[config.mk]
export PLATFORM = sky130hd
export DESIGN_NAME = dual_mode_queue_stack_top
export DESIGN_NICKNAME = d
export VERILOG_FILES = /design/src/dmqs_pkg.sv /design/src/dual_mode_queue_stack_top.sv /design/src/dmqs_ctrl.sv /design/src/dmqs_dp.sv
export SDC_FILE = /design/constraint.sdc
export NUM_CORES = 1
export LEC_CHECK = 0
export BUFFER_PORTS_ARGS = -buffer_cell sky130_fd_sc_hd__buf_4
export CAP_MARGIN = 10
export CORE_UTILIZATION = 60
export DETAILED_ROUTE_END_ITERATION = 8
export PLACE_DENSITY = 0.77
export RECOVER_POWER = 50
export SYNTH_ARGS = -nofsm -noshare
export SYNTH_HDL_FRONTEND = slang
export SYNTH_SLANG_ARGS = --single-unit
[constraint.sdc]
create_clock -name clock -period 13.32 [get_ports clock]
set_clock_uncertainty 0.1 [all_clocks]
set_input_delay 2.664 -clock clock [delete_from_list [all_inputs] [get_ports clock]]
set_output_delay 2.664 -clock clock [all_outputs]
set_load 0.02 [all_outputs]
[src/dmqs_pkg.sv]
// dmqs_pkg: shared types and constants for the dual mode queue/stack block.
// Depends on nothing; imported by every module of the block.
`default_nettype none
package dmqs_pkg;

   localparam int DEPTH = 16;
   localparam int IDX_W = $clog2(DEPTH);
   localparam int CNT_W = $clog2(DEPTH + 1);

   localparam logic [1:0] CMD_ADD      = 2'd0;
   localparam logic [1:0] CMD_REMOVE   = 2'd1;
   localparam logic [1:0] CMD_SET_MODE = 2'd2;

   localparam logic [1:0] MODE_QUEUE = 2'd0;
   localparam logic [1:0] MODE_STACK = 2'd1;

   typedef struct packed {
      logic [1:0]         command;
      logic signed [31:0] item_value;
      logic [1:0]         new_mode;
   } req_type;

   typedef struct packed {
      logic               status;
      logic signed [31:0] removed_value;
   } rsp_type;

   typedef struct packed {
      logic accept;
      logic load;
   } ctrl_cmd_type;

   typedef enum logic [0:0] {
      ST_IDLE = 1'b0,
      ST_EXEC = 1'b1
   } state_type;

endpackage
`default_nettype wire

[src/dual_mode_queue_stack_top.sv]
// dual_mode_queue_stack_top: ring store acting as a FIFO queue or LIFO stack.
// Use: send one beat on req_ (command, item_value, new_mode); one rsp_ beat
// (status, removed_value) comes back for each. Commands: add, remove, set mode.
// Set mode works only on an empty store; modes 2 and 3 make add and remove fail.
// rsp_valid is registered: it rises when the result register is loaded on leaving ST_EXEC.
// The block takes no new request beat until the previous one has left ST_EXEC;
// req_stall is high in the cycle after each accept.
// An unread result sits in the output register while the next request is taken;
// if rsp_stall holds it, the following result waits and req_stall stays high.
// Reset (synchronous, active high) empties the store, selects queue mode, sets
// the front index to 0 and the rear index to DEPTH-1, and drops rsp_valid.
// The store contents are not cleared; no clearing pass runs after reset.
// Depends on dmqs_pkg, dmqs_ctrl and dmqs_dp.
`default_nettype none
module dual_mode_queue_stack_top
   import dmqs_pkg::*;
(
   input  wire     clock,
   input  wire     reset,
   input  wire     req_valid,
   output logic    req_stall,
   input  req_type req_data,
   output logic    rsp_valid,
   input  wire     rsp_stall,
   output rsp_type rsp_data
);

   ctrl_cmd_type cmd;

   dmqs_ctrl u_ctrl (
      .clock     (clock),
      .reset     (reset),
      .req_valid (req_valid),
      .req_stall (req_stall),
      .rsp_valid (rsp_valid),
      .rsp_stall (rsp_stall),
      .cmd       (cmd)
   );

   dmqs_dp u_dp (
      .clock    (clock),
      .reset    (reset),
      .cmd      (cmd),
      .req_data (req_data),
      .rsp_data (rsp_data)
   );

endmodule
`default_nettype wire

[src/dmqs_ctrl.sv]
// dmqs_ctrl: handshake state machine and result valid register.
// Depends on dmqs_pkg; drives the datapath through ctrl_cmd_type.
`default_nettype none
module dmqs_ctrl
   import dmqs_pkg::*;
(
   input  wire          clock,
   input  wire          reset,
   input  wire          req_valid,
   output logic         req_stall,
   output logic         rsp_valid,
   input  wire          rsp_stall,
   output ctrl_cmd_type cmd
);

   state_type state_ff;
   state_type state_in;
   logic      rsp_valid_ff;
   logic      rsp_valid_in;

   always_comb begin
      state_in = state_ff;
      case (state_ff)
         ST_IDLE: begin
            if (req_valid) begin
               state_in = ST_EXEC;
            end
         end
         ST_EXEC: begin
            if (!rsp_valid_ff || !rsp_stall) begin
               state_in = ST_IDLE;
            end
         end
         default: begin
            state_in = ST_IDLE;
         end
      endcase
   end

   always_comb begin
      cmd.accept = 1'b0;
      cmd.load   = 1'b0;
      req_stall  = 1'b1;
      case (state_ff)
         ST_IDLE: begin
            req_stall  = 1'b0;
            cmd.accept = req_valid;
         end
         ST_EXEC: begin
            cmd.load = !rsp_valid_ff || !rsp_stall;
         end
         default: begin
            req_stall = 1'b1;
         end
      endcase
   end

   always_comb begin
      rsp_valid_in = rsp_valid_ff && rsp_stall;
      if (cmd.load) begin
         rsp_valid_in = 1'b1;
      end
   end

   always_ff @(posedge clock) begin
      if (reset) begin
         state_ff     <= ST_IDLE;
         rsp_valid_ff <= 1'b0;
      end else begin
         state_ff     <= state_in;
         rsp_valid_ff <= rsp_valid_in;
      end
   end

   assign rsp_valid = rsp_valid_ff;

`ifndef SYNTHESIS
   a_exec_after_accept: assert property (@(posedge clock) disable iff (reset)
      (state_ff == ST_EXEC && $past(state_ff) == ST_IDLE) |-> $past(cmd.accept))
      else $error("exec entered without an accepted beat");
   a_load_sets_valid: assert property (@(posedge clock) disable iff (reset)
      cmd.load |=> rsp_valid_ff)
      else $error("loaded result not presented");
   a_hold_pending: assert property (@(posedge clock) disable iff (reset)
      (state_ff == ST_EXEC && rsp_valid_ff && rsp_stall) |=> state_ff == ST_EXEC)
      else $error("result dropped while output stalled");
`endif

endmodule
`default_nettype wire

[src/dmqs_dp.sv]
// dmqs_dp: ring store, front/rear indices, count, mode and result register.
// Depends on dmqs_pkg; steered by dmqs_ctrl through ctrl_cmd_type.
`default_nettype none
module dmqs_dp
   import dmqs_pkg::*;
(
   input  wire          clock,
   input  wire          reset,
   input  ctrl_cmd_type cmd,
   input  req_type      req_data,
   output rsp_type      rsp_data
);

   logic [31:0]      mem [DEPTH];
   logic [IDX_W-1:0] front_ff;
   logic [IDX_W-1:0] front_in;
   logic [IDX_W-1:0] rear_ff;
   logic [IDX_W-1:0] rear_in;
   logic [CNT_W-1:0] count_ff;
   logic [CNT_W-1:0] count_in;
   logic [1:0]       mode_ff;
   logic [1:0]       mode_in;
   logic [31:0]      rd_data_ff;
   logic             status_ff;
   logic             status_in;
   logic             pop_ok_ff;
   rsp_type          rsp_ff;

   logic             valid_mode;
   logic             add_ok;
   logic             pop_ok;
   logic             set_ok;
   logic [IDX_W-1:0] rear_next;
   logic [IDX_W-1:0] rear_prev;
   logic [IDX_W-1:0] front_next;
   logic [IDX_W-1:0] rd_addr;

   assign valid_mode = (mode_ff == MODE_QUEUE) || (mode_ff == MODE_STACK);
   assign add_ok = (req_data.command == CMD_ADD) && (count_ff != CNT_W'(DEPTH))
                   && valid_mode;
   assign pop_ok = (req_data.command == CMD_REMOVE) && (count_ff != '0) && valid_mode;
   assign set_ok = (req_data.command == CMD_SET_MODE) && (count_ff == '0);

   assign rear_next  = (rear_ff == IDX_W'(DEPTH - 1)) ? '0 : rear_ff + 1'b1;
   assign rear_prev  = (rear_ff == '0) ? IDX_W'(DEPTH - 1) : rear_ff - 1'b1;
   assign front_next = (front_ff == IDX_W'(DEPTH - 1)) ? '0 : front_ff + 1'b1;
   assign rd_addr    = (mode_ff == MODE_QUEUE) ? front_ff : rear_ff;

   always_comb begin
      front_in  = front_ff;
      rear_in   = rear_ff;
      count_in  = count_ff;
      mode_in   = mode_ff;
      status_in = !(add_ok || pop_ok || set_ok);
      if (add_ok) begin
         rear_in  = rear_next;
         count_in = count_ff + 1'b1;
      end else if (pop_ok) begin
         count_in = count_ff - 1'b1;
         if (mode_ff == MODE_QUEUE) begin
            front_in = front_next;
         end else begin
            rear_in = rear_prev;
         end
      end else if (set_ok) begin
         mode_in  = req_data.new_mode;
         front_in = '0;
         rear_in  = IDX_W'(DEPTH - 1);
      end
   end

   always_ff @(posedge clock) begin
      if (reset) begin
         front_ff <= '0;
         rear_ff  <= IDX_W'(DEPTH - 1);
         count_ff <= '0;
         mode_ff  <= MODE_QUEUE;
      end else if (cmd.accept) begin
         front_ff <= front_in;
         rear_ff  <= rear_in;
         count_ff <= count_in;
         mode_ff  <= mode_in;
      end
   end

   always_ff @(posedge clock) begin
      if (cmd.accept && add_ok) begin
         mem[rear_next] <= req_data.item_value;
      end
      if (cmd.accept) begin
         rd_data_ff <= mem[rd_addr];
         status_ff  <= status_in;
         pop_ok_ff  <= pop_ok;
      end
   end

   always_ff @(posedge clock) begin
      if (cmd.load) begin
         rsp_ff.status        <= status_ff;
         rsp_ff.removed_value <= pop_ok_ff ? rd_data_ff : '0;
      end
   end

   assign rsp_data = rsp_ff;

`ifndef SYNTHESIS
   a_count_range: assert property (@(posedge clock) disable iff (reset)
      count_ff <= CNT_W'(DEPTH))
      else $error("item count beyond depth");
   a_empty_pop: assert property (@(posedge clock) disable iff (reset)
      (cmd.accept && req_data.command == CMD_REMOVE && count_ff == '0)
      |=> ($stable(count_ff) && $stable(front_ff) && $stable(rear_ff)))
      else $error("remove on empty store changed state");
   a_busy_mode: assert property (@(posedge clock) disable iff (reset)
      (cmd.accept && req_data.command == CMD_SET_MODE && count_ff != '0)
      |=> $stable(mode_ff))
      else $error("mode changed on nonempty store");
`endif

endmodule
`default_nettype wire

==> out/metrics.cfg <==
[final_layout]
diodes=0
fin_nets=1899
final_area_sq_um=28600
layout-drive-gt1-share_pct=13.42
syn_to_final_growth_pct=10.30
finalCoreUtilization_pct=67.59

[placed_design]
place_area_sq_um=26930
dp_hpwl_mm=37.16
gp_congestion=0.8477
post-place-ws_ns=7.648
port_buffers=74

[floorplanning]
start_util_pct=61.28
core_area_sq_um=42320
die_h_um=209.9
core.rowCount=75
io_pins=75
design.die.area_sq_um=44060
die_x_um=209.9

[synthesis]
yosysTopAreaCellShare_pct=67.04
synthFlopType=edfxtp_1
synth_area_leader_cell=edfxtp_1
syn_inst=1863
synth_area_per_cell_sq_um=13.92
ys_top_cells_by_area=edfxtp_1 (67%), nand3_1 (4.9%), mux2_2 (2.7%)
async_reset_ff_share_pct=0
yosysWarnings=0
syn_nets=1912
ys_ff_latch=596
synth-seq-area-share_pct=68.36
synth_most_common_cell=edfxtp_1
yosys-top-cells-count=edfxtp_1 (579), nand3_1 (255), o21ai_0 (131), clkbuf_1 (121), mux2_2 (62)
synth_edf_count=579
syn_area_sq_um=25930
synth_cell_type_count=70

[global_routing]
grt.overflow.total=0
first_global_vias=16930
antenna_found_initial=1
grt_pass1_wl_mm=100.2
grt_max_degree=126
grt_usage_pct=30.36

[clocking]
cts_inserted_buffers=57
cts_root_buf=clkbuf_16
insertion_delay_ns=0.63
cts_tree=done
postCtsResizedCells=0
cts_buffer_depth=3
holdBufCountCts=0
htree_num_levels=2
clk_pin_slew_ns=0.06
cts_setup_buffers=0
clock-sinks=596

[power_and_ir_drop]
powerDensity_nw_per_um2=142.7
ir_drop_uv=121.0
finalPower_mw=4.083
p_leak_nw=9.430

[critical_path]
slowest_stage=clkbuf_1
cp_slowest_stage_delay_ns=1.70
cp.arrival_ns=6.64
critPathLaunchType=input port
cp_max_fo=41
worst_ep_required_time_ns=13.45
path_common_cell=clkbuf_1
worstSetupPathType=input port to register
cp_top_family=simple AND/OR/NAND/NOR gates
critPathCaptureType=register
crit_chain=clkbuf_1, nor2b_1, clkbuf_1, nand3_1, nor2_4
critPathBufInv=2

[timing]
slew_headroom_pct=-58.81
finalHoldViolCount=0
final_max_slew_viol_count=77
worst_slack_ns=6.812
fin_crit_sh_pct=48.86
setup_tns_ns=0
layout_min_cycle_time_ns=6.508
fmax_mhz=153.7
grt_setup_unrepaired=false
setup_viol=0
worst_pin_slew_ns=2.382

[route]
vias=17340
drt_iter0_drc=2444
post-route-drc-count=0
ant_nets=0
via_per_inst=7.019
drt_wl_total_mm=66.22
wl_per_cell_um=26.81
dr.pass1.iters=6

[min_path]
hold_class=register to register

[run]
maxCapViolations=2

[status]
status=complete, but fails checks
failed_checks=max-capacitance violations, max-slew violations

[worst paths after layout]
check	start	end	slack (ns)	depth (start not counted)
min reg2reg	u_dp.status_ff$_DFFE_PP_	u_dp.rsp_data[32]$_DFFE_PP_	0.32	0
min	u_dp.status_ff$_DFFE_PP_	u_dp.rsp_data[32]$_DFFE_PP_	0.32	0
max reg2reg	u_ctrl.state_ff$_SDFF_PP0_	u_dp.mem[10][12]$_DFFE_PP_	8.64	4
max	req_valid	u_dp.mem[10][12]$_DFFE_PP_	6.81	5
[through the flow]
step           instances  hold slack (ns)
2_1_floorplan       1863           0.3003
3_3_place_gp        2368           0.3066
3_5_place_dp        2368           0.3080
4_1_cts             2470           0.3220
5_1_grt             2470           0.3422
6_report            2470           0.3199
[cell families after synthesis]
logic type | Yosys count | synth area share, %
AO/OA/AOI/OAI | 497 | 14.16
XOR/XNOR | 4 | 0.1351
adder cells (fa/ha/maj) | 9 | 0.4342
buffers and inverters | 188 | 3.218
flip-flops | 596 | 68.36
multiplexers | 71 | 3.136
AND/OR/NAND/NOR | 498 | 10.56
[placed cells by master (no fill, tap or decap), types with 32 or more instances in the layout]
| cell type | Yosys | layout |
|---|---|---|
| a22o_1 | 32 | 32 |
| a21oi_1 | 44 | 44 |
| clkbuf_16 | 0 | 58 |
| o211a_1 | 32 | 32 |
| o31ai_1 | 35 | 32 |
| clkbuf_1 | 121 | 47 |
| edfxtp_1 | 579 | 579 |
| a21o_1 | 32 | 32 |
| and3_1 | 32 | 32 |
| nand3_1 | 255 | 255 |
| o211ai_1 | 32 | 32 |
| o21ai_0 | 131 | 131 |
| nor3_1 | 33 | 33 |
| a32oi_1 | 34 | 34 |
| mux2_2 | 62 | 62 |
| nand4_1 | 32 | 32 |
| buf_4 | 8 | 69 |
| nor4b_1 | 32 | 32 |
[routing by layer]
metal  part of all wire [%]  wire length, um  up-vias  global-route usage, %
li1                       -                -     7525                      -
met1                     39            25900     8638                  42.49
met2                     47            31150     1025                  47.30
met3                     11             7372      149                  7.212
met4                    2.7             1798        0                  9.766
met5                      0                0        -                      0
[sequential cells by signal, indices dropped and copies added (netlist names)]
| signal | count |
|---|---|
| u_dp.rd_data_ff | 32 |
| u_dp.rsp_data | 33 |
| u_dp.front_ff | 4 |
| u_ctrl.rsp_valid | 1 |
| u_dp.count_ff | 5 |
| u_dp.rear_ff | 4 |
| u_ctrl.state_ff | 1 |
| u_dp.pop_ok_ff | 1 |
| u_dp.mode_ff | 2 |
| u_dp.mem | 512 |
| u_dp.status_ff | 1 |
[area by class of cell]
type                    instances  area [sq um]
multi-input cells            1079          7644
inverters                      11         41.29
repair buffers                105         653.1
fillers                      2841         13720
clock buffers                  69          1493
clock inverters                33         322.8
flip-flops and latches        596         17730
well taps                     577         721.9
[power by group]
group	switching (mW)	internal [mW]	total, mW
registers	0.0175	2.10	2.12
clock network	0.687	0.909	1.60
logic	0.260	0.110	0.370
total	0.964	3.12	4.08
Power figures use the tool's default switching activity.
